### src/sv/wic_pkg.sv
`timescale 1ns / 1ps
package wic_pkg;

    localparam int MAX_SLOTS_DEF    = 64;
    localparam int PRICE_BITS_DEF   = 40;
    localparam int WEIGHT_FRAC_DEF  = 16;

    localparam int SLOT_W       = 6;
    localparam int PRICE_IN_W   = 40;
    localparam int OI_W         = 32;
    localparam int VOL_W        = 32;
    localparam int TURN_W       = 48;
    localparam int TS_W         = 48;
    localparam int DATE_W       = 27;
    localparam int WGT_IN_W     = 24;
    localparam int SCALE_W      = 24;
    localparam int SCALE_FRAC   = 16;
    localparam int TOFF_W       = 16;
    localparam int COUNT_W      = 7;
    localparam int MODE_W       = 2;
    localparam int SUMV_W       = 38;
    localparam int SUMT_W       = 54;
    localparam int OUT_VAL_W    = 40;

    localparam int IN_TDATA_W   = 264;
    localparam int OUT_TDATA_W  = 368;
    localparam int CFG_ADDR_W   = 3;
    localparam int CFG_DATA_W   = 24;

    localparam logic [SCALE_W-1:0] SCALE_ONE = SCALE_W'(1) << SCALE_FRAC;

    // Drain step at which the product sum is complete.
    localparam int PIPE_LAST = 4;

    typedef enum logic [CFG_ADDR_W-1:0] {
        CFG_MODE,
        CFG_SCALE,
        CFG_ANY,
        CFG_TSLOT,
        CFG_TOFF,
        CFG_COUNT
    } t_cfg_idx;

    typedef enum logic [MODE_W-1:0] {
        WM_FIXED,
        WM_INTEREST,
        WM_VOLUME,
        WM_BAD
    } t_weight_mode;

    typedef enum logic [2:0] {
        S_IDLE,
        S_WALK,
        S_DRAIN,
        S_DIV,
        S_DONE
    } t_wic_state;

    typedef enum logic [1:0] {
        D_IDLE,
        D_MUL,
        D_DIV
    } t_div_state;

    typedef struct packed {
        logic              shift;
        logic              we_quote;
        logic              we_weight;
        logic [SLOT_W-1:0] slot;
    } t_cell_ctl;

endpackage

### src/sv/wic_div.sv
`timescale 1ns / 1ps
module wic_div #(
    parameter int NUM_W  = 137,
    parameter int BASE_W = 39,
    parameter int WSUM_W = 31,
    parameter int PW     = 40
) (
    input  logic                        i_clk,
    input  logic                        i_rst_n,
    input  logic                        i_start,
    input  logic [NUM_W-1:0]            i_num,
    input  logic [wic_pkg::SCALE_W-1:0] i_scale,
    input  logic [BASE_W-1:0]           i_base,
    input  logic [WSUM_W-1:0]           i_wsum,
    output logic                        o_done,
    output logic [PW-1:0]               o_quot
);
    import wic_pkg::*;

    localparam int SNUM_W    = NUM_W + SCALE_W;
    localparam int DEN_W     = BASE_W + WSUM_W;
    localparam int DSH_W     = DEN_W + SCALE_FRAC + PW;
    localparam int WORK_W    = (SNUM_W > DSH_W) ? SNUM_W : DSH_W;
    localparam int MUL_STEPS = (WSUM_W > SCALE_W) ? WSUM_W : SCALE_W;
    localparam int LAST      = (MUL_STEPS > PW + 1) ? MUL_STEPS : PW + 1;
    localparam int STEP_W    = $clog2(LAST + 1);

    t_div_state        r_state;
    t_div_state        n_state;
    logic [STEP_W-1:0] r_step;
    logic [SNUM_W-1:0] r_acc;
    logic [SNUM_W-1:0] r_mcand;
    logic [SCALE_W-1:0] r_mult;
    logic [DEN_W-1:0]  r_den;
    logic [DEN_W-1:0]  r_dcand;
    logic [WSUM_W-1:0] r_dmult;
    logic [WORK_W-1:0] r_rem;
    logic [WORK_W-1:0] r_dsh;
    logic              r_sat;
    logic [PW-1:0]     r_q;
    logic [SNUM_W-1:0] n_acc;
    logic [DEN_W-1:0]  n_den;
    logic              w_ge;
    logic              w_mul_last;
    logic              w_div_last;

    assign n_acc      = r_mult[0] ? r_acc + r_mcand : r_acc;
    assign n_den      = r_dmult[0] ? r_den + r_dcand : r_den;
    assign w_ge       = (r_rem >= r_dsh);
    assign w_mul_last = (r_step == STEP_W'(MUL_STEPS - 1));
    assign w_div_last = (r_step == STEP_W'(PW));

    always_ff @(posedge i_clk) begin
        if (!i_rst_n) begin
            r_state <= D_IDLE;
        end else begin
            r_state <= n_state;
        end
    end

    always_comb begin
        n_state = r_state;
        unique case (r_state)
            D_IDLE: begin
                if (i_start) n_state = D_MUL;
            end
            D_MUL: begin
                if (w_mul_last) n_state = D_DIV;
            end
            D_DIV: begin
                if (w_div_last) n_state = D_IDLE;
            end
            default: n_state = D_IDLE;
        endcase
    end

    always_ff @(posedge i_clk) begin
        if (!i_rst_n) begin
            r_step <= '0;
            o_done <= 1'b0;
        end else begin
            o_done <= 1'b0;
            unique case (r_state)
                D_IDLE: begin
                    if (i_start) begin
                        r_step  <= '0;
                        r_acc   <= '0;
                        r_mcand <= SNUM_W'(i_num);
                        r_mult  <= i_scale;
                        r_den   <= '0;
                        r_dcand <= DEN_W'(i_base);
                        r_dmult <= i_wsum;
                    end
                end
                D_MUL: begin
                    r_acc   <= n_acc;
                    r_mcand <= r_mcand << 1;
                    r_mult  <= r_mult >> 1;
                    r_den   <= n_den;
                    r_dcand <= r_dcand << 1;
                    r_dmult <= r_dmult >> 1;
                    r_step  <= r_step + 1'b1;
                    if (w_mul_last) begin
                        r_rem  <= WORK_W'(n_acc);
                        r_dsh  <= WORK_W'(n_den) << (SCALE_FRAC + PW);
                        r_step <= '0;
                        r_sat  <= 1'b0;
                        r_q    <= '0;
                    end
                end
                D_DIV: begin
                    if (w_ge) r_rem <= r_rem - r_dsh;
                    if (r_step == '0) begin
                        r_sat <= w_ge;
                    end else begin
                        r_q <= {r_q[PW-2:0], w_ge};
                    end
                    r_dsh  <= r_dsh >> 1;
                    r_step <= r_step + 1'b1;
                    if (w_div_last) begin
                        o_done <= 1'b1;
                        o_quot <= r_sat ? {PW{1'b1}} : {r_q[PW-2:0], w_ge};
                    end
                end
                default: begin
                    r_step <= '0;
                end
            endcase
        end
    end

endmodule

### config.mk
export PLATFORM = sky130hd
export DESIGN_NAME = wic_div
export DESIGN_NICKNAME = d
export VERILOG_FILES = /design/src/sv/wic_pkg.sv /design/src/sv/wic_div.sv
export SDC_FILE = /design/constraint.sdc
export NUM_CORES = 2
export LEC_CHECK = 0
export BUFFER_PORTS_ARGS = -buffer_cell sky130_fd_sc_hd__buf_2
export CAP_MARGIN = 10
export CELL_PAD_IN_SITES_DETAIL_PLACEMENT = 1
export CELL_PAD_IN_SITES_GLOBAL_PLACEMENT = 2
export CORE_MARGIN = 10
export CORE_UTILIZATION = 37
export DETAILED_ROUTE_END_ITERATION = 8
export PLACE_DENSITY = 0.75
export SYNTH_ARGS = -nofsm -noshare
export SYNTH_HDL_FRONTEND = slang
export SYNTH_SLANG_ARGS = --single-unit
### constraint.sdc
create_clock -name i_clk -period 26 [get_ports i_clk]
set_clock_uncertainty 0.1 [all_clocks]
set_input_delay 1.3 -clock i_clk [delete_from_list [all_inputs] [get_ports i_clk]]
set_output_delay 1.3 -clock i_clk [all_outputs]
set_load 0.01 [all_outputs]
Yosys cells after proc, flatten, opt, wreduce, memory -nomap -nowiden
Index checks and enable logic that the tools add are counted.

word-level totals
  input port bits = 234
  bits in latches = 0
  RAM bits = 0
  memories kept = 0
  register bits after elaboration = 928
  output and inout port bits = 41
  memory bits (read-only) = 0

cells by class
  add/sub/neg operators = 4
  $lt $le $gt $ge = 1
  multiplexer cells = 33
  bitwise gates (word level) = 0
  divide/modulo/power cells = 0
  multiply operators = 0
  shift-type cells = 0
  eq/ne operators = 10
  reductions and logical operators = 12

operators with widths
  operator               count
  $pmux W161 S2          4
  $mux W161              6
  $pmux W70 S2           2
  $mux W70               3
  $add A161 B161 Y161    1
  $ge A161 B161 Y1       1
  $sub A161 B161 Y161    1
  $mux W39               2
  $pmux W39 S2           1
  $add A70 B70 Y70       1
  $pmux W31 S2           1
  $pmux W24 S2           1
  $mux W31               1
  $mux W24               1
  $pmux W6 S3            1
  $mux W6                2
  $ne A2 B2 Y1 const B   6
  $reduce_and A3 Y1      4
  $reduce_and A4 Y1      3
  $add A6 B1 Y6 const B  1
  $eq A6 B5 Y1 const B   1
  $eq A6 B6 Y1 const B   1
  $logic_not A6 Y1       1
  $mux W2                3
  8 further kinds        11

Depth between registers and ports, before layout
  depth after elaboration = 4
  mapped depth = 17

Worst setup path before layout
OpenSTA, ideal clock, no wires.

  path type = input to register
  from = input port i_start
  to = register r_acc[0], enable pin
  path slack = 0.396 ns
  stages = 2
  arrival = 24.037 ns
  setup time = 1.467 ns
  cell sequence = mux2i_1 > nor2b_1

on the way
  longest elaborated chain between the ends = 2

RTL lines
  element                      RTL line       source
  start: declaration           wic_div.sv:10  input logic i_start,
  $ne A2 B2 Y1 (no line)       --
  $reduce_and A3 Y1 (no line)  --
  end signal: assignment       wic_div.sv:96  r_acc <= n_acc;
  end: declaration             wic_div.sv:31  logic [SNUM_W-1:0] r_acc;

No other way between the ends.
A chain may end at the register's enable or synchronous reset.

Worst setup path after layout
  from = register r_acc[0]
  to = register r_rem[122], data pin

on the way
  longest elaborated chain between the ends = 4

RTL lines
  element                 RTL line        source
  $add A161 B161 Y161     wic_div.sv:47   assign n_acc = r_mult[0] ? r_acc + r_mcand : r_acc;
  $mux W161               wic_div.sv:47
  $mux W161               wic_div.sv:103  if (w_mul_last) begin
  $pmux W161 S2           wic_div.sv:83   unique case (r_state)
  end signal: assignment  wic_div.sv:104  r_rem <= WORK_W'(n_acc);
  end signal: assignment  wic_div.sv:112  if (w_ge) r_rem <= r_rem - r_dsh;
  end: declaration        wic_div.sv:37   logic [WORK_W-1:0] r_rem;

No other way between the ends. The select of a mux whose other input is x is not followed.

==> out/metrics.cfg <==
[critical_path]
startpoint_type = flip-flop
worstPathArrival_ns = 6.60
critPathKind = flip-flop to flip-flop
cp_slowest_cell = a311oi_1
cp_top_family = compound AO/OA/AOI/OAI gates
required_ns = 26.33
path_buf_inv = 0
crit_top_cell = o21ai_1
path_cells = ha_1, fa_1, a21o_1, a311o_1, a221oi_2, nor3_1, o211ai_1, a31oi_1, o21ai_2, o21ai_1, a311oi_1, o21ai_1, xnor2_1, mux2i_1, a21oi_1
cpPeakStageDelay_ns = 0.91
cp_max_fo = 5
worst_setup_path_end_kind = flip-flop

[detailed_routing]
wl_met1_mm = 105
ant_nets = 0
firstDrtPassIters = 5
dr_wl_met2_mm = 90.6
wl_per_cell_um = 24.3
drt_iter0_drc = 4034
vias_per_cell = 5.70
drt-total-wl_mm = 211
maxUsedRoutingLayer = met5
vias = 49400
dr_wl_met3_mm = 10.7
drc = 0

[timing]
setup_ws_ns = 19.73
period_minus_slack_ns = 6.27
timing.final.max_slew_violations = 0
timing.hold.ws_ns = 0.404
max_clock_freq_mhz = 160
setup_viol = 0
grt_setup_unrepaired = no
fin_setup_tns_ns = 0
worst-slew-pin-transition_ns = 1.18
hold_viol_final = 0
maxSlewHeadroom = 0.194
post-route-period-util = 0.241

[placed_design]
gp_congestion = 0.923
port_buffers = 274
hpwl_mm = 164
place_ws_ns = 19.69

[cts]
worstSkewPairLatency_ns = 0.76
clkTransAtPathRegs_ns = 0.06
post_cts_buffers = 0
cts_tree = built
cts_made_buffers = 106
clock_sinks = 893
clockRootBuffer = clkbuf_16
cts_hold_buffers = 0
cts_resized = 0
cts_max_path_buffers = 3
h-tree-depth = 3

[layout]
syn2layout_area_growth_pct = 11.0
drive_gt1_frac = 0.124
n_fill_cell = 18600
nets = 6994
post-route-util = 0.414

[pwr]
p_clk_frac = 0.165
swShare = 0.467
switchingPower_mw = 4.31
p_int_mw = 4.92
p_seq_frac = 0.271
power_frac_comb = 0.565
p_leak_nw = 26.3
vdd_ir_drop_max_v = 0.0000632
p_per_area_nw_per_um2 = 135

[logic_synthesis]
ys_async_sr_fraction = 0
postSynthCellCount = 6306
synth_top_cell_by_area = edfxtp_1
ys_seq_area_frac = 0.433
synth-seq-cells = 893
syn_area_um2 = 61700
ys_types = 81
synth_common_cells = edfxtp_1 (884), a21oi_1 (659), nor2_1 (479)
synth_area_leaders = edfxtp_1 (43%), ha_1 (7.3%), a21oi_1 (5.3%)
synth_warnings = 0
syn_area_per_cell_um2 = 9.79
synth.most_common_cell = edfxtp_1
synth_top_flop_cell = edfxtp_1
synth_nets = 6904
synth_edf_count = 884
synth_top_cell_area_share = 0.430

[floorplanning]
die_w_um = 429
pin_count = 275
dieArea_um2 = 184000
core-area_um2 = 165000
initial_utilization = 0.373
die_h_um = 429
row_count = 149

[grt]
grt_pass1_wl_mm = 319
grt_max_degree = 159
grt_pass1_vias = 50200
overflow = 0
antenna_found_initial = 11
grt.total_usage = 0.220

[worst_hold_path]
min_path_type = flip-flop to flip-flop

[run_status]
status = complete, no violations

[run]
maxCapViolCount = 0

==> path summary, 6_finish.rpt <==
| kind | slack (ns) | cells after the start | to | startpoint |
|---|---|---|---|---|
| max | 19.73 | 15 | r_rem[122] | r_acc[0] |
| min | 0.40 | 1 | o_quot[39] | r_q[38] |
| max reg2reg | 19.73 | 15 | r_rem[122] | r_acc[0] |
| min reg2reg | 0.40 | 1 | o_quot[39] | r_q[38] |
==> kinds of logic (layout without fill, tap and decap cells) <==
group	count (synthesis)	in the layout	synth area share
multiplexers	512	512	0.0879
flip-flops	893	893	0.433
AO/OA/AOI/OAI	1705	1705	0.167
other	0	6	0
AND/OR/NAND/NOR	1869	1869	0.149
XOR/XNOR	382	382	0.0542
buffers and inverters	581	756	0.0353
adder cells (fa/ha/maj)	364	364	0.0741
==> metrics by stage <==
step           power (mW)  instance area [um^2]  std cells
2_1_floorplan        6.16                 61700       6306
3_3_place_gp         7.57                 65000       8474
3_5_place_dp         7.65                 65000       8476
4_1_cts              9.23                 68500       8669
5_1_grt              9.86                 68500       8670
6_report             9.23                 68500       8676
==> registers in the layout, summed over array words and instances, names as in the netlist <==
name	count
r_state	2
r_den	70
r_dmult	31
r_sat	1
r_dcand	70
r_step	6
r_rem	161
r_q	39
r_mult	24
r_dsh	126
o_quot	40
r_mcand	161
r_acc	161
o_done	1
==> area by class of cell <==
class,count,area [um^2],area share
diodes,6,15.0,0.000219
clock buffers,127,2750,0.0402
clock inverters,66,709,0.0104
inverters,245,930,0.0136
multi-input cells,4832,32900,0.480
flip-flops and latches,893,26700,0.390
well taps,2189,2740,0.0400
repair buffers,318,1760,0.0257
==> layer usage <==
metal / track usage / up-vias
met2: 0.335 / 1087
met3: 0.0281 / 194
li1: - / 23400
met4: 0.0494 / 2
met5: 0 / -
met1: 0.330 / 24800
==> placed cells by master (no fill, tap or decap), types with 14 or more instances in the layout <==
cell type | synthesis | layout
xor2_1 | 148 | 148
o31ai_1 | 30 | 30
mux2_2 | 239 | 239
mux2i_1 | 272 | 272
clkinv_2 | 0 | 18
o21ai_1 | 33 | 33
nor4_1 | 31 | 31
a21o_1 | 204 | 204
nor2_1 | 479 | 478
ha_1 | 361 | 359
clkbuf_16 | 0 | 107
and2_1 | 122 | 122
or4_1 | 14 | 14
buf_4 | 0 | 40
nand2_1 | 476 | 476
nand3_1 | 58 | 58
o21bai_1 | 111 | 111
a21boi_0 | 25 | 25
inv_1 | 243 | 241
nor3_1 | 98 | 98
edfxtp_1 | 884 | 884
nor2b_1 | 243 | 241
or2_2 | 55 | 55
clkbuf_1 | 306 | 20
xnor2_1 | 234 | 234
o21a_1 | 56 | 56
or3_1 | 26 | 26
nand4_1 | 185 | 185
a21oi_1 | 659 | 658
a221oi_1 | 18 | 18
o21ai_0 | 362 | 362
nand2b_1 | 34 | 34
buf_2 | 0 | 274
a211oi_1 | 32 | 32
a31oi_1 | 42 | 42
o211ai_1 | 33 | 33
clkinv_1 | 0 | 14
==> power by group through the flow <==
stage          clock, mW  sequential (mW)  combinational (mW)
4_1_cts             1.56             2.50                5.17
6_report            1.52             2.50                5.21
3_3_place_gp           0             2.51                5.06
5_1_grt             1.62             2.54                5.70
2_1_floorplan          0             2.59                3.57
3_5_place_dp           0             2.52                5.13
Power figures use the tool's default switching activity.
