--- config.mk ---
export PLATFORM = sky130hd
export DESIGN_NAME = wic_cell
export DESIGN_NICKNAME = d
export VERILOG_FILES = /design/src/sv/wic_pkg.sv /design/src/sv/wic_cell.sv
export SDC_FILE = /design/constraint.sdc
export NUM_CORES = 1
export LEC_CHECK = 0
export BUFFER_PORTS_ARGS = -buffer_cell sky130_fd_sc_hd__buf_2
export CORE_AREA = 2 2 305 307
export DETAILED_ROUTE_END_ITERATION = 12
export DIE_AREA = 0 0 307 309
export GPL_TIMING_DRIVEN = 1
export PLACE_DENSITY_LB_ADDON = 0.2
export SYNTH_ARGS = -nofsm -noshare
export SYNTH_HDL_FRONTEND = slang
export SYNTH_SLANG_ARGS = --single-unit
--- constraint.sdc ---
create_clock -name i_clk -period 22 [get_ports i_clk]
set_input_delay 4.4 -clock i_clk [delete_from_list [all_inputs] [get_ports i_clk]]
set_output_delay 4.4 -clock i_clk [all_outputs]
set_load 0.05 [all_outputs]
--- src/sv/wic_pkg.sv ---
`timescale 1ns / 1ps
package wic_pkg;

    localparam int MAX_SLOTS_DEF    = 64;
    localparam int PRICE_BITS_DEF   = 40;
    localparam int WEIGHT_FRAC_DEF  = 16;

    localparam int SLOT_W       = 6;
    localparam int PRICE_IN_W   = 40;
    localparam int OI_W         = 32;
    localparam int VOL_W        = 32;
    localparam int TURN_W       = 48;
    localparam int TS_W         = 48;
    localparam int DATE_W       = 27;
    localparam int WGT_IN_W     = 24;
    localparam int SCALE_W      = 24;
    localparam int SCALE_FRAC   = 16;
    localparam int TOFF_W       = 16;
    localparam int COUNT_W      = 7;
    localparam int MODE_W       = 2;
    localparam int SUMV_W       = 38;
    localparam int SUMT_W       = 54;
    localparam int OUT_VAL_W    = 40;

    localparam int IN_TDATA_W   = 264;
    localparam int OUT_TDATA_W  = 368;
    localparam int CFG_ADDR_W   = 3;
    localparam int CFG_DATA_W   = 24;

    localparam logic [SCALE_W-1:0] SCALE_ONE = SCALE_W'(1) << SCALE_FRAC;

    // Drain step at which the product sum is complete.
    localparam int PIPE_LAST = 4;

    typedef enum logic [CFG_ADDR_W-1:0] {
        CFG_MODE,
        CFG_SCALE,
        CFG_ANY,
        CFG_TSLOT,
        CFG_TOFF,
        CFG_COUNT
    } t_cfg_idx;

    typedef enum logic [MODE_W-1:0] {
        WM_FIXED,
        WM_INTEREST,
        WM_VOLUME,
        WM_BAD
    } t_weight_mode;

    typedef enum logic [2:0] {
        S_IDLE,
        S_WALK,
        S_DRAIN,
        S_DIV,
        S_DONE
    } t_wic_state;

    typedef enum logic [1:0] {
        D_IDLE,
        D_MUL,
        D_DIV
    } t_div_state;

    typedef struct packed {
        logic              shift;
        logic              we_quote;
        logic              we_weight;
        logic [SLOT_W-1:0] slot;
    } t_cell_ctl;

endpackage

--- src/sv/wic_cell.sv ---
`timescale 1ns / 1ps
module wic_cell #(
    parameter int DATA_W   = 235,
    parameter int WGT_W    = 24,
    parameter int WFB      = 16,
    parameter int CELL_IDX = 0
) (
    input  logic               i_clk,
    input  logic               i_rst_n,
    input  wic_pkg::t_cell_ctl i_ctl,
    input  logic [WGT_W-1:0]   i_wr_weight,
    input  logic [DATA_W-1:0]  i_wr_data,
    input  logic               i_nbr_valid,
    input  logic [WGT_W-1:0]   i_nbr_weight,
    input  logic [DATA_W-1:0]  i_nbr_data,
    output logic               o_valid,
    output logic [WGT_W-1:0]   o_weight,
    output logic [DATA_W-1:0]  o_data
);
    import wic_pkg::*;

    localparam logic [WGT_W-1:0] WGT_ONE = WGT_W'(1) << WFB;

    logic              r_valid;
    logic [WGT_W-1:0]  r_weight;
    logic [DATA_W-1:0] r_data;
    logic              w_sel;

    assign w_sel = (32'(i_ctl.slot) == 32'(CELL_IDX));

    always_ff @(posedge i_clk) begin
        if (!i_rst_n) begin
            r_valid  <= 1'b0;
            r_weight <= WGT_ONE;
        end else if (i_ctl.shift) begin
            r_valid  <= i_nbr_valid;
            r_weight <= i_nbr_weight;
        end else begin
            if (i_ctl.we_quote && w_sel) begin
                r_valid <= 1'b1;
            end
            if (i_ctl.we_weight && w_sel) begin
                r_weight <= i_wr_weight;
            end
        end
    end

    always_ff @(posedge i_clk) begin
        if (i_ctl.shift) begin
            r_data <= i_nbr_data;
        end else if (i_ctl.we_quote && w_sel) begin
            r_data <= i_wr_data;
        end
    end

    assign o_valid  = r_valid;
    assign o_weight = r_weight;
    assign o_data   = r_data;

endmodule

# After elaboration in Yosys (flattened, before gate mapping)
# Index checks and enable logic that the tools add are counted.
word_totals:
  regBits: 260
  inputBits: 530
  output_inout_bits: 260
  elab_cells: 14
classes:
  n_mux: 6
  n_reduce_logical: 5
ops:
  columns: ["operator", "count"]
  rows:
  - ["235-bit 2-to-1 mux", 2]
  - ["24-bit 2-to-1 mux", 2]
  - ["6-bit logical NOT", 1]
  - ["2-bit nonzero test", 2]
  - ["1-bit logical AND", 2]
  - ["1-bit 2-to-1 mux", 2]

# Depth between registers and ports, before layout
# Gate-level depths: netlist of run 1.
logic_depth:
  ltp_word: 4
  depth_mapped: 6
  mapped_depth_nobuf: 3

# Worst setup path before layout of run 1
# Ideal clock, no wire load.
synth_path:
  path_type: "input-to-reg"
  startpoint: "in i_ctl[8] (netlist bit)"
  endpoint: "reg r_data[0], in the netlist o_data[0], enable pin"
  setup_ns: 0.607
  arrival_time_ns: 10.087
  required_time_ns: 21.393
  setup_slack_ns: 11.306
  stages: 5
  cell_sequence: "buf_2 buf_2 buf_4 inv_1 nand2_1"
synth_via:
  elab_chain_len: 1
synth_lines:
  columns: ["item", "line", "text"]
  rows:
  - ["from (decl)", "wic_cell.sv:10", "input wic_pkg::t_cell_ctl i_ctl,"]
  - ["2-bit nonzero test (no line)", null, null]
  - ["to (signal assigned)", "wic_cell.sv:50", "r_data <= i_nbr_data;"]
  - ["to (signal assigned)", "wic_cell.sv:52", "r_data <= i_wr_data;"]
  - ["to (decl)", "wic_cell.sv:26", "logic [DATA_W-1:0] r_data;"]
# Every way passes these cells.
# A chain may end at the register's enable or synchronous reset.

# Worst setup path in the final report of run 1
layout_path:
  startpoint: "in i_ctl[1] (netlist bit)"
  endpoint: "reg r_data[122], in the netlist o_data[122], enable pin"
layout_via:
  elab_chain_len: 3
layout_lines:
  columns: ["item", "line", "text"]
  rows:
  - ["6-bit logical NOT", "wic_cell.sv:29", "assign w_sel = (32'(i_ctl.slot) == 32'(CELL_IDX));"]
  - ["1-bit logical AND", "wic_cell.sv:51", "end else if (i_ctl.we_quote && w_sel) begin"]
  - ["2-bit nonzero test (no line)", null, null]
# Every way passes these cells.

==> flow_metrics.env, run 1 <==
export IMPL_ir_drop_mv=0.04793
export IMPL_overflow=0
export IMPL_seq_area_um2=7557
export IMPL_layout_drive_gt1_share_pct=75.75
export IMPL_synth_warnings=0
export IMPL_ant_nets=0
export IMPL_setup_tns_ns=0
export IMPL_report_final_slew_viol_count=0
export IMPL_power_density_nw_per_um2=86.40
export IMPL_end_kind="register"
export IMPL_wl_per_cell_um=17.42
export IMPL_syn_area_um2=11170
export IMPL_synth_async_reset_ratio_pct=0
export IMPL_drt_iter0_drc=271
export IMPL_status="finished clean"
export IMPL_post_route_period_util_pct=32.19
export IMPL_area_growth_pct=57.90
export IMPL_rsz0062_at_grt="false"
export IMPL_multi_input_area_um2=3418
export IMPL_start_util_pct=12.22
export IMPL_cts_setup_buffers=0
export IMPL_vias=8603
export IMPL_path_class="primary input to register"
export IMPL_dr_pass1_iters=4
export IMPL_min_path_type="register to register"
export IMPL_grt_max_degree=120
export IMPL_insertion_delay_ns=0.55
export IMPL_final_min_clock_period_ns=7.081
export IMPL_dpl_hpwl_um=36010
export IMPL_cts_sinks=260
export IMPL_port_buffers=789
export IMPL_cts_tree="yes"
export IMPL_power_uw=1523
export IMPL_grt_usage_pct=9.084
export IMPL_worstPathArrival_ns=7.24
export IMPL_pin_count=790
export IMPL_die_y_um=309
export IMPL_synth_top_area_cell="edfxtp_1"
export IMPL_cts_root_buf="clkbuf_16"
export IMPL_first_global_vias=9166
export IMPL_wl_um=46100
export IMPL_whs_ns=0.4580
export IMPL_leakage_uw=0.007493
export IMPL_cp_max_fo=67
export IMPL_ys_seq_area_share_pct=67.68
export IMPL_fp_row_count=111
export IMPL_critPathLaunchType="primary input"
export IMPL_avgSynthCellArea_um2=17.56
export IMPL_fmax_mhz=141.2
export IMPL_cts_made_buffers=36
export IMPL_skew_ns=0
export IMPL_setup_viol=0
export IMPL_ys_flop_type="edfxtp_1"
export IMPL_clock_path_buffers=3
export IMPL_gp_congestion=0.7704
export IMPL_synth_edff_count=235
export IMPL_antenna_found_initial=3
export IMPL_synth_distinct_cells=19
export IMPL_die_w_um=307
export IMPL_clk_pin_slew_ns=0.05
export IMPL_syn_inst=636
export IMPL_cts_max_level=2
export IMPL_die_area_um2=94860
export IMPL_diodes=0
export IMPL_maxCapViolations=0
export IMPL_final_nets=1964
export IMPL_synth_area_top_cells="edfxtp_1, mux2_2, dfxtp_1"
export IMPL_slew_headroom_pct=33.64
export IMPL_yosysTopAreaCellShare_pct=63.20
export IMPL_via_per_inst=3.251
export IMPL_drc=0
export IMPL_hold_buffers=0
export IMPL_worstMarginPinSlew_ns=0.9954
export IMPL_synth_fp_nets=1166
export IMPL_num_fill_cells=10040
export IMPL_coreArea_um2=91390
export IMPL_synth_seq_cells=260
export IMPL_cp_required_ns=22.16
export IMPL_final_util_pct=19.29
export IMPL_hold_viol=0
export IMPL_ctsResizeCount=0
export IMPL_grt_pass1_wl_um=62140
==> cell usage in the layout (no fill, tap or decap), types with 4 or more instances in the layout <==
master and instances:
clkbuf_16 37, dfxtp_1 25, mux2_2 259, nand2_1 47, clkinv_1 11, clkbuf_1 5, buf_4 6, clkinv_2 6
mux2i_1 24, bufinv_16 4, buf_2 788, edfxtp_1 235
==> through the flow <==
stage | setup WS [ns] | std cells | cell area (um^2)
floorplan | 11.31 | 636 | 11170
global placement | 14.16 | 2582 | 16490
detailed placement | 14.13 | 2582 | 16490
CTS | 14.76 | 2646 | 17630
global route | 14.57 | 2646 | 17630
finish | 14.92 | 2646 | 17630
==> worst paths after layout <==
path | slack [ns] | cells after the start | end | from
min | 0.46 | 2 | o_weight[13]$_SDFFE_PN0P_ | o_weight[13]$_SDFFE_PN0P_
min reg2reg | 0.46 | 2 | o_weight[13]$_SDFFE_PN0P_ | o_weight[13]$_SDFFE_PN0P_
max reg2reg | 21.17 | 2 | o_weight[16]$_SDFFE_PN1P_ | o_weight[16]$_SDFFE_PN1P_
max | 14.92 | 6 | o_data[122]$_DFFE_PP_ | i_ctl[1]
==> cell usage after synthesis (2+ instances only) <==
cell and instances:
buf_2 26, dfxtp_1 25, clkbuf_1 2, edfxtp_1 235, mux2_2 259, buf_4 3, buf_6 2, nand2_1 48
buf_1 3, mux2i_1 24
==> state kept, by name, summed over array words and instances (netlist names) <==
name and count:
o_weight 24, o_data 235, o_valid 1
==> kinds of logic after synthesis <==
| family | count (synthesis) | synth area share (%) |
|---|---|---|
| mux | 283 | 28.27 |
| flops | 260 | 67.68 |
| simple gates | 52 | 1.939 |
| buf+inv | 37 | 1.770 |
| compound gates | 4 | 0.3361 |
==> power breakdown <==
group          leakage (uW)  switching [uW]  internal, uW
logic               0.00443             238          99.8
clock network      0.000559             227           352
registers           0.00251            13.2           592
total               0.00749             479          1040
==> critical path: stages <==
cell and delay, ns:
buf_2 0.11, nor4_4 0.35, nand3_1 0.19, nand2_4 0.53
buf_4 0.73, buf_4 0.78
==> routing by layer <==
layer / wire (um) / GRT usage (%) / part of all wire (%)
met5: 11 / 0 / 0.024
met4: 1024 / 2.791 / 2.2
met3: 4614 / 3.898 / 10
met2: 23340 / 16.05 / 51
met1: 17110 / 9.796 / 37
==> area by class of cell <==
| type | instances | share of cell area (%) |
|---|---|---|
| clock buffer | 42 | 5.358 |
| clock inverter | 22 | 1.128 |
| inverter | 1 | 0.02129 |
| multi-input combinational | 339 | 19.39 |
| sequential | 260 | 42.86 |
| tap | 1186 | 8.417 |
| timing repair buffer | 796 | 22.82 |
(Power assumes the default switching activity.)
==> run 2: changes to the inputs <==
- ABC_AREA: unset -> 1
- CORE_AREA: 2 2 305 307 -> 2 2 312 314
- DIE_AREA: 0 0 307 309 -> 0 0 314 316
- clock period: 22 -> 6.82 ns (I/O delays scaled with it)
==> run 2 against run 1 <==
Flip-flop and latch count did not move. Clock power rose to 3.0 times the previous value. Critical path type unchanged. Sequential power rose to 3.2 times the previous value. Sequential share of layout area fell by 0.46 points. Worst setup slack got worse by 12 ns. Largest cell class unchanged. Highest routed layer unchanged. Synthesized cell count rose by 95%. Die area rose by 4.6%. Combinational power rose to 3.3 times the previous value. Clock-buffer cell count rose by 13.
==> flow_metrics.env, run 2 <==
export IMPL_min_path_type="register to register"
export IMPL_gp_congestion=0.7820
export IMPL_skew_ns=0
export IMPL_cts_setup_buffers=0
export IMPL_worstMarginPinSlew_ns=1.052
export IMPL_setup_tns_ns=0
export IMPL_cts_made_buffers=36
export IMPL_rsz0062_at_grt="false"
export IMPL_slew_headroom_pct=29.86
export IMPL_port_buffers=789
export IMPL_clock_path_buffers=3
export IMPL_synth_top_family_by_area="simple AND/OR/NAND/NOR gates"
export IMPL_ys_flop_type="edfxtp_1"
export IMPL_syn_inst=1238
export IMPL_report_final_slew_viol_count=0
export IMPL_area_growth_pct=54.66
export IMPL_synth_async_reset_ratio_pct=0
export IMPL_grt_max_degree=121
export IMPL_drc=0
export IMPL_path_class="primary input to register"
export IMPL_sw_frac_of_total_pct=33.64
export IMPL_ys_seq_area_share_pct=65.59
export IMPL_cts_sinks=260
export IMPL_p_seq_share_pct=40.6
export IMPL_wl_um=52320
export IMPL_cp_max_fo=108
export IMPL_synthXorXnorAreaFrac_pct=0
export IMPL_whs_ns=0.5160
export IMPL_fmax_mhz=285.0
export IMPL_die_w_um=314
export IMPL_syn_area_um2=11520
export IMPL_synth_area_top_cells="edfxtp_1, nand2_1, dfxtp_1"
export IMPL_cts_root_buf="clkbuf_16"
export IMPL_post_route_period_util_pct=51.44
export IMPL_mostFrequentLayoutCells="nand2_1, buf_2, edfxtp_1, clkbuf_16, nor2_1"
export IMPL_first_global_vias=11030
export IMPL_rrSetupSlack_ns=6.12
export IMPL_via_per_inst=3.329
export IMPL_cp_required_ns=6.99
export IMPL_synth_compound_area_share_pct=1.683
export IMPL_yosys_area_share_simple_pct=28.30
export IMPL_worstPathArrival_ns=3.68
export IMPL_synth_warnings=0
export IMPL_drt_iter0_drc=583
export IMPL_overflow=0
export IMPL_grt_pass1_wl_um=72100
export IMPL_muxShareOfSynthArea_pct=0
export IMPL_dpl_hpwl_um=39410
export IMPL_vias=11010
export IMPL_cts_max_level=2
export IMPL_fin_cells=3308
export IMPL_die_y_um=316
export IMPL_ctsResizeCount=0
export IMPL_antenna_found_initial=13
export IMPL_power_density_nw_per_um2=270.1
export IMPL_insertion_delay_ns=0.54
export IMPL_largest_register_ffs=235
export IMPL_start_util_pct=12.00
export IMPL_ant_nets=0
export IMPL_avgSynthCellArea_um2=9.307
export IMPL_synth_most_common_cell="nand2_1"
export IMPL_hold_buffers=0
export IMPL_layout_drive_gt1_share_pct=42.53
export IMPL_status="finished clean"
export IMPL_die_area_um2=99220
export IMPL_maxCapViolations=0
export IMPL_end_kind="register"
export IMPL_setup_viol=0
export IMPL_ir_drop_mv=0.1230
export IMPL_final_nets=2533
export IMPL_synth_fp_nets=1768
export IMPL_synth_top_area_cell="edfxtp_1"
export IMPL_synth_distinct_cells=17
export IMPL_layout_commonest_cell="nand2_1"
export IMPL_synth_seq_cells=260
export IMPL_fp_row_count=114
export IMPL_critPathLaunchType="primary input"
export IMPL_placedCellCount=3241
export IMPL_hold_viol=0
export IMPL_pin_count=790
export IMPL_p_sw_uw=1619
export IMPL_wl_per_cell_um=15.82
export IMPL_clockPowerShare_pct=36.3
export IMPL_comb_power_share_pct=23.1
export IMPL_synth_common_cells="nand2_1, edfxtp_1, buf_4, nor2_1"
export IMPL_grt_usage_pct=9.827
export IMPL_cts_tree="yes"
export IMPL_final_min_clock_period_ns=3.508
export IMPL_dr_pass1_iters=6
export IMPL_synth_edff_count=235
export IMPL_clk_pin_slew_ns=0.05
export IMPL_intPower_uw=3194
export IMPL_coreArea_um2=95990
export IMPL_yosysTopAreaCellShare_pct=61.24
export IMPL_synth_adder_area_share_pct=0
export IMPL_leakage_uw=0.008780
-- run 2: stage by stage --
| stage | total power (uW) | worst slack [ns] | utilization [%] | area (um^2) |
|---|---|---|---|---|
| after floorplan | 2718 | 1.592 | - | 11520 |
| after global placement | 3122 | 2.651 | 17.46 | 16760 |
| after detailed placement | 3119 | 2.629 | 17.46 | 16760 |
| after CTS | 4939 | 3.268 | 18.55 | 17810 |
| after global routing | 5036 | 3.098 | 18.56 | 17820 |
| final | 4813 | 3.312 | 18.56 | 17820 |
-- run 2: layer usage --
metal  vias up  GRT usage (%)  routed length, um
met5         -              0                 27
met1      4960          10.69              20200
met2       498          17.88              26290
li1       5481              -                  -
met3        70          3.299               4488
met4         4          3.154               1316
-- run 2: layout make-up --
type                    count  area (um^2)
clock buffers              55         1003
fillers                 10920        78170
clock inverters             7        41.29
flip-flops and latches    260         7557
well taps                1276         1597
repair buffers            798         4038
diodes                      5        12.51
multi-input cells         882         3471
inverters                  25        101.3
-- run 2: power groups by stage --
stage / Sequential (uW) / Clock [uW] / Combinational, uW
2_1_floorplan: 2510 / 0 / 203
3_3_place_gp: 1980 / 0 / 1140
3_5_place_dp: 1990 / 0 / 1130
4_1_cts: 1960 / 1850 / 1130
5_1_grt: 1970 / 1890 / 1180
6_report: 1950 / 1750 / 1110
-- run 2: critical path, cell delays in order --
cell	delay [ns]
clkbuf_8	0.45
inv_8	0.35
nand2_8	0.44
buf_4	0.81
-- run 2: path summary, 6_finish.rpt --
path	end	start	cells after the start
worst min register to register	o_weight[16]$_SDFFE_PN1P_	o_weight[16]$_SDFFE_PN1P_	2
worst max register to register	o_valid$_SDFFE_PN0P_	o_valid$_SDFFE_PN0P_	3
worst max-delay path	o_data[161]$_DFFE_PP_	i_ctl[8]	4
worst min-delay path	o_weight[16]$_SDFFE_PN1P_	o_weight[16]$_SDFFE_PN1P_	2
-- run 2: cells by family (layout without fill, tap and decap cells) --
group                  after synthesis  in the layout
DFF                                260            260
buffers and inverters               96            885
and+or+nand+nor                    858            858
other                                0              5
AOI/OAI and AO/OA                   24             24
==> run 3: changes to the inputs <==
- ABC_AREA: 1 -> 0
- CORE_AREA: 2 2 312 314 -> 2 2 308 310
- DIE_AREA: 0 0 314 316 -> 0 0 310 312
- clock period: 6.82 -> 3 ns (I/O delays scaled with it)
==> run 3 against run 2 <==
Non-clock buffer count increased by 16. Die area decreased by 2.5%. Critical path depth increased by 1. Critical endpoint is now o_data[107]$_DFFE_PP_.
==> flow_metrics.env, run 3 (synthesis results as in run 1) <==
export IMPL_wl_um=43760
export IMPL_cp_max_fo=38
export IMPL_grt_pass1_wl_um=60710
export IMPL_drc=0
export IMPL_cp_top_family="simple AND/OR/NAND/NOR gates"
export IMPL_clock_path_buffers=3
export IMPL_critPathLaunchType="primary input"
export IMPL_fmax_mhz=509.6
export IMPL_die_area_um2=96720
export IMPL_area_growth_pct=59.56
export IMPL_cp_required_ns=3.22
export IMPL_layout_commonest_cell="buf_2"
export IMPL_maxCapViolations=0
export IMPL_final_nets=1980
export IMPL_post_route_period_util_pct=65.41
export IMPL_mostFrequentLayoutCells="buf_2, mux2_2, edfxtp_1, nand2_1, clkbuf_16"
export IMPL_cts_root_buf="clkbuf_16"
export IMPL_placedCellCount=2668
export IMPL_report_final_slew_viol_count=0
export IMPL_whs_ns=0.3632
export IMPL_ant_nets=0
export IMPL_clk_pin_slew_ns=0.06
export IMPL_fp_row_count=112
export IMPL_antenna_found_initial=5
export IMPL_via_per_inst=3.178
export IMPL_first_global_vias=9589
export IMPL_cts_tree="yes"
export IMPL_status="finished clean"
export IMPL_setup_tns_ns=0
export IMPL_vias=8673
export IMPL_cts_sinks=260
export IMPL_cpPeakStageDelay_ns=0.42
export IMPL_coreArea_um2=93050
export IMPL_end_kind="register"
export IMPL_grt_max_degree=114
export IMPL_setup_viol=0
export IMPL_hold_buffers=0
export IMPL_die_y_um=312
export IMPL_pin_count=790
export IMPL_start_util_pct=12.00
export IMPL_ir_drop_mv=0.2574
export IMPL_cp_num_buf_inv=2
export IMPL_largest_register_ffs=235
export IMPL_cts_max_level=2
export IMPL_leakage_uw=0.007545
export IMPL_hold_viol=0
export IMPL_insertion_delay_ns=0.52
export IMPL_place_area_um2=16800
export IMPL_drt_iter0_drc=226
export IMPL_power_density_nw_per_um2=601.2
export IMPL_overflow=0
export IMPL_design_area_um2=17820
export IMPL_gp_congestion=0.8019
export IMPL_grt_usage_pct=8.487
export IMPL_cts_setup_buffers=0
export IMPL_wl_per_cell_um=16.03
export IMPL_dr_pass1_iters=4
export IMPL_final_min_clock_period_ns=1.962
export IMPL_ctsResizeCount=0
export IMPL_die_w_um=310
export IMPL_dpl_hpwl_um=35270
export IMPL_slew_headroom_pct=28.04
export IMPL_port_buffers=789
export IMPL_path_class="primary input to register"
export IMPL_worstPathArrival_ns=2.18
export IMPL_min_path_type="primary input to register"
export IMPL_crit_path_top_delay_cell="nor2_1"
export IMPL_cts_made_buffers=34
export IMPL_worstMarginPinSlew_ns=1.079
export IMPL_rsz0062_at_grt="false"
export IMPL_crit_chain="buf_2 -> nor2_1 -> nand3_1 -> nand2_8 -> buf_12"
export IMPL_fin_cells=2729
export IMPL_skew_ns=0
export IMPL_layout_drive_gt1_share_pct=75.78
==> run 3: cell types whose count changed in the layout (fill, tap and decap cells not counted), moves of 7 or more <==
cell     change
mux2i_1     +24
mux2_2     +259
a21oi_2     -19
inv_1       -23
nand2_1    -756
buf_12       +7
nand3_1     -24
nor2_1      -25
buf_4        +9
==> run 3: layer usage <==
metal  part of all wire [%]  global-route usage [%]  up-vias
met3                     11                   3.506       58
met2                     54                   16.59      467
met5                  0.037                       0        -
met4                    2.1                   2.350        2
li1                       -                       -     4075
met1                     33                   7.932     4071
==> run 3: path summary, 6_finish.rpt <==
kind / from / end / slack, ns / cells past startpoint
max: i_ctl[5] / o_data[107]$_DFFE_PP_ / 1.04 / 5
min: i_wr_data[75] / o_data[75]$_DFFE_PP_ / 0.36 / 2
max reg2reg: o_weight[16]$_SDFFE_PN1P_ / o_weight[16]$_SDFFE_PN1P_ / 2.19 / 2
min reg2reg: o_weight[20]$_SDFFE_PN0P_ / o_weight[20]$_SDFFE_PN0P_ / 0.46 / 2
==> run 3: area by class of cell <==
type / count / area, um^2
inverter: 1 / 3.754
antenna: 1 / 2.502
sequential: 260 / 7557
fill: 10320 / 75230
clock inverter: 14 / 92.59
multi-input combinational: 339 / 3427
timing repair buffer: 814 / 4247
clock buffer: 46 / 917.1
tap: 1254 / 1569
==> run 3: through the flow <==
step | utilization [%] | power (uW) | worst slack [ns]
2_1_floorplan | - | 6141 | 0.3565
3_3_place_gp | 18.06 | 7060 | 0.4653
3_5_place_dp | 18.06 | 7046 | 0.4390
4_1_cts | 19.14 | 10970 | 1.033
5_1_grt | 19.15 | 11230 | 1.010
6_report | 19.15 | 10710 | 1.038
==> run 3: worst register-to-register path: stages, from the launching register on <==
cell and delay (ns):
dfxtp_1 0.30, nand2b_1 0.13, mux2_2 0.27
==> run 3: power breakdown <==
group | internal [uW] | leakage [uW] | switching, uW
Clock | 2220 | 0.000491 | 1560
Sequential | 4340 | 0.00251 | 92.9
Combinational | 761 | 0.00455 | 1730
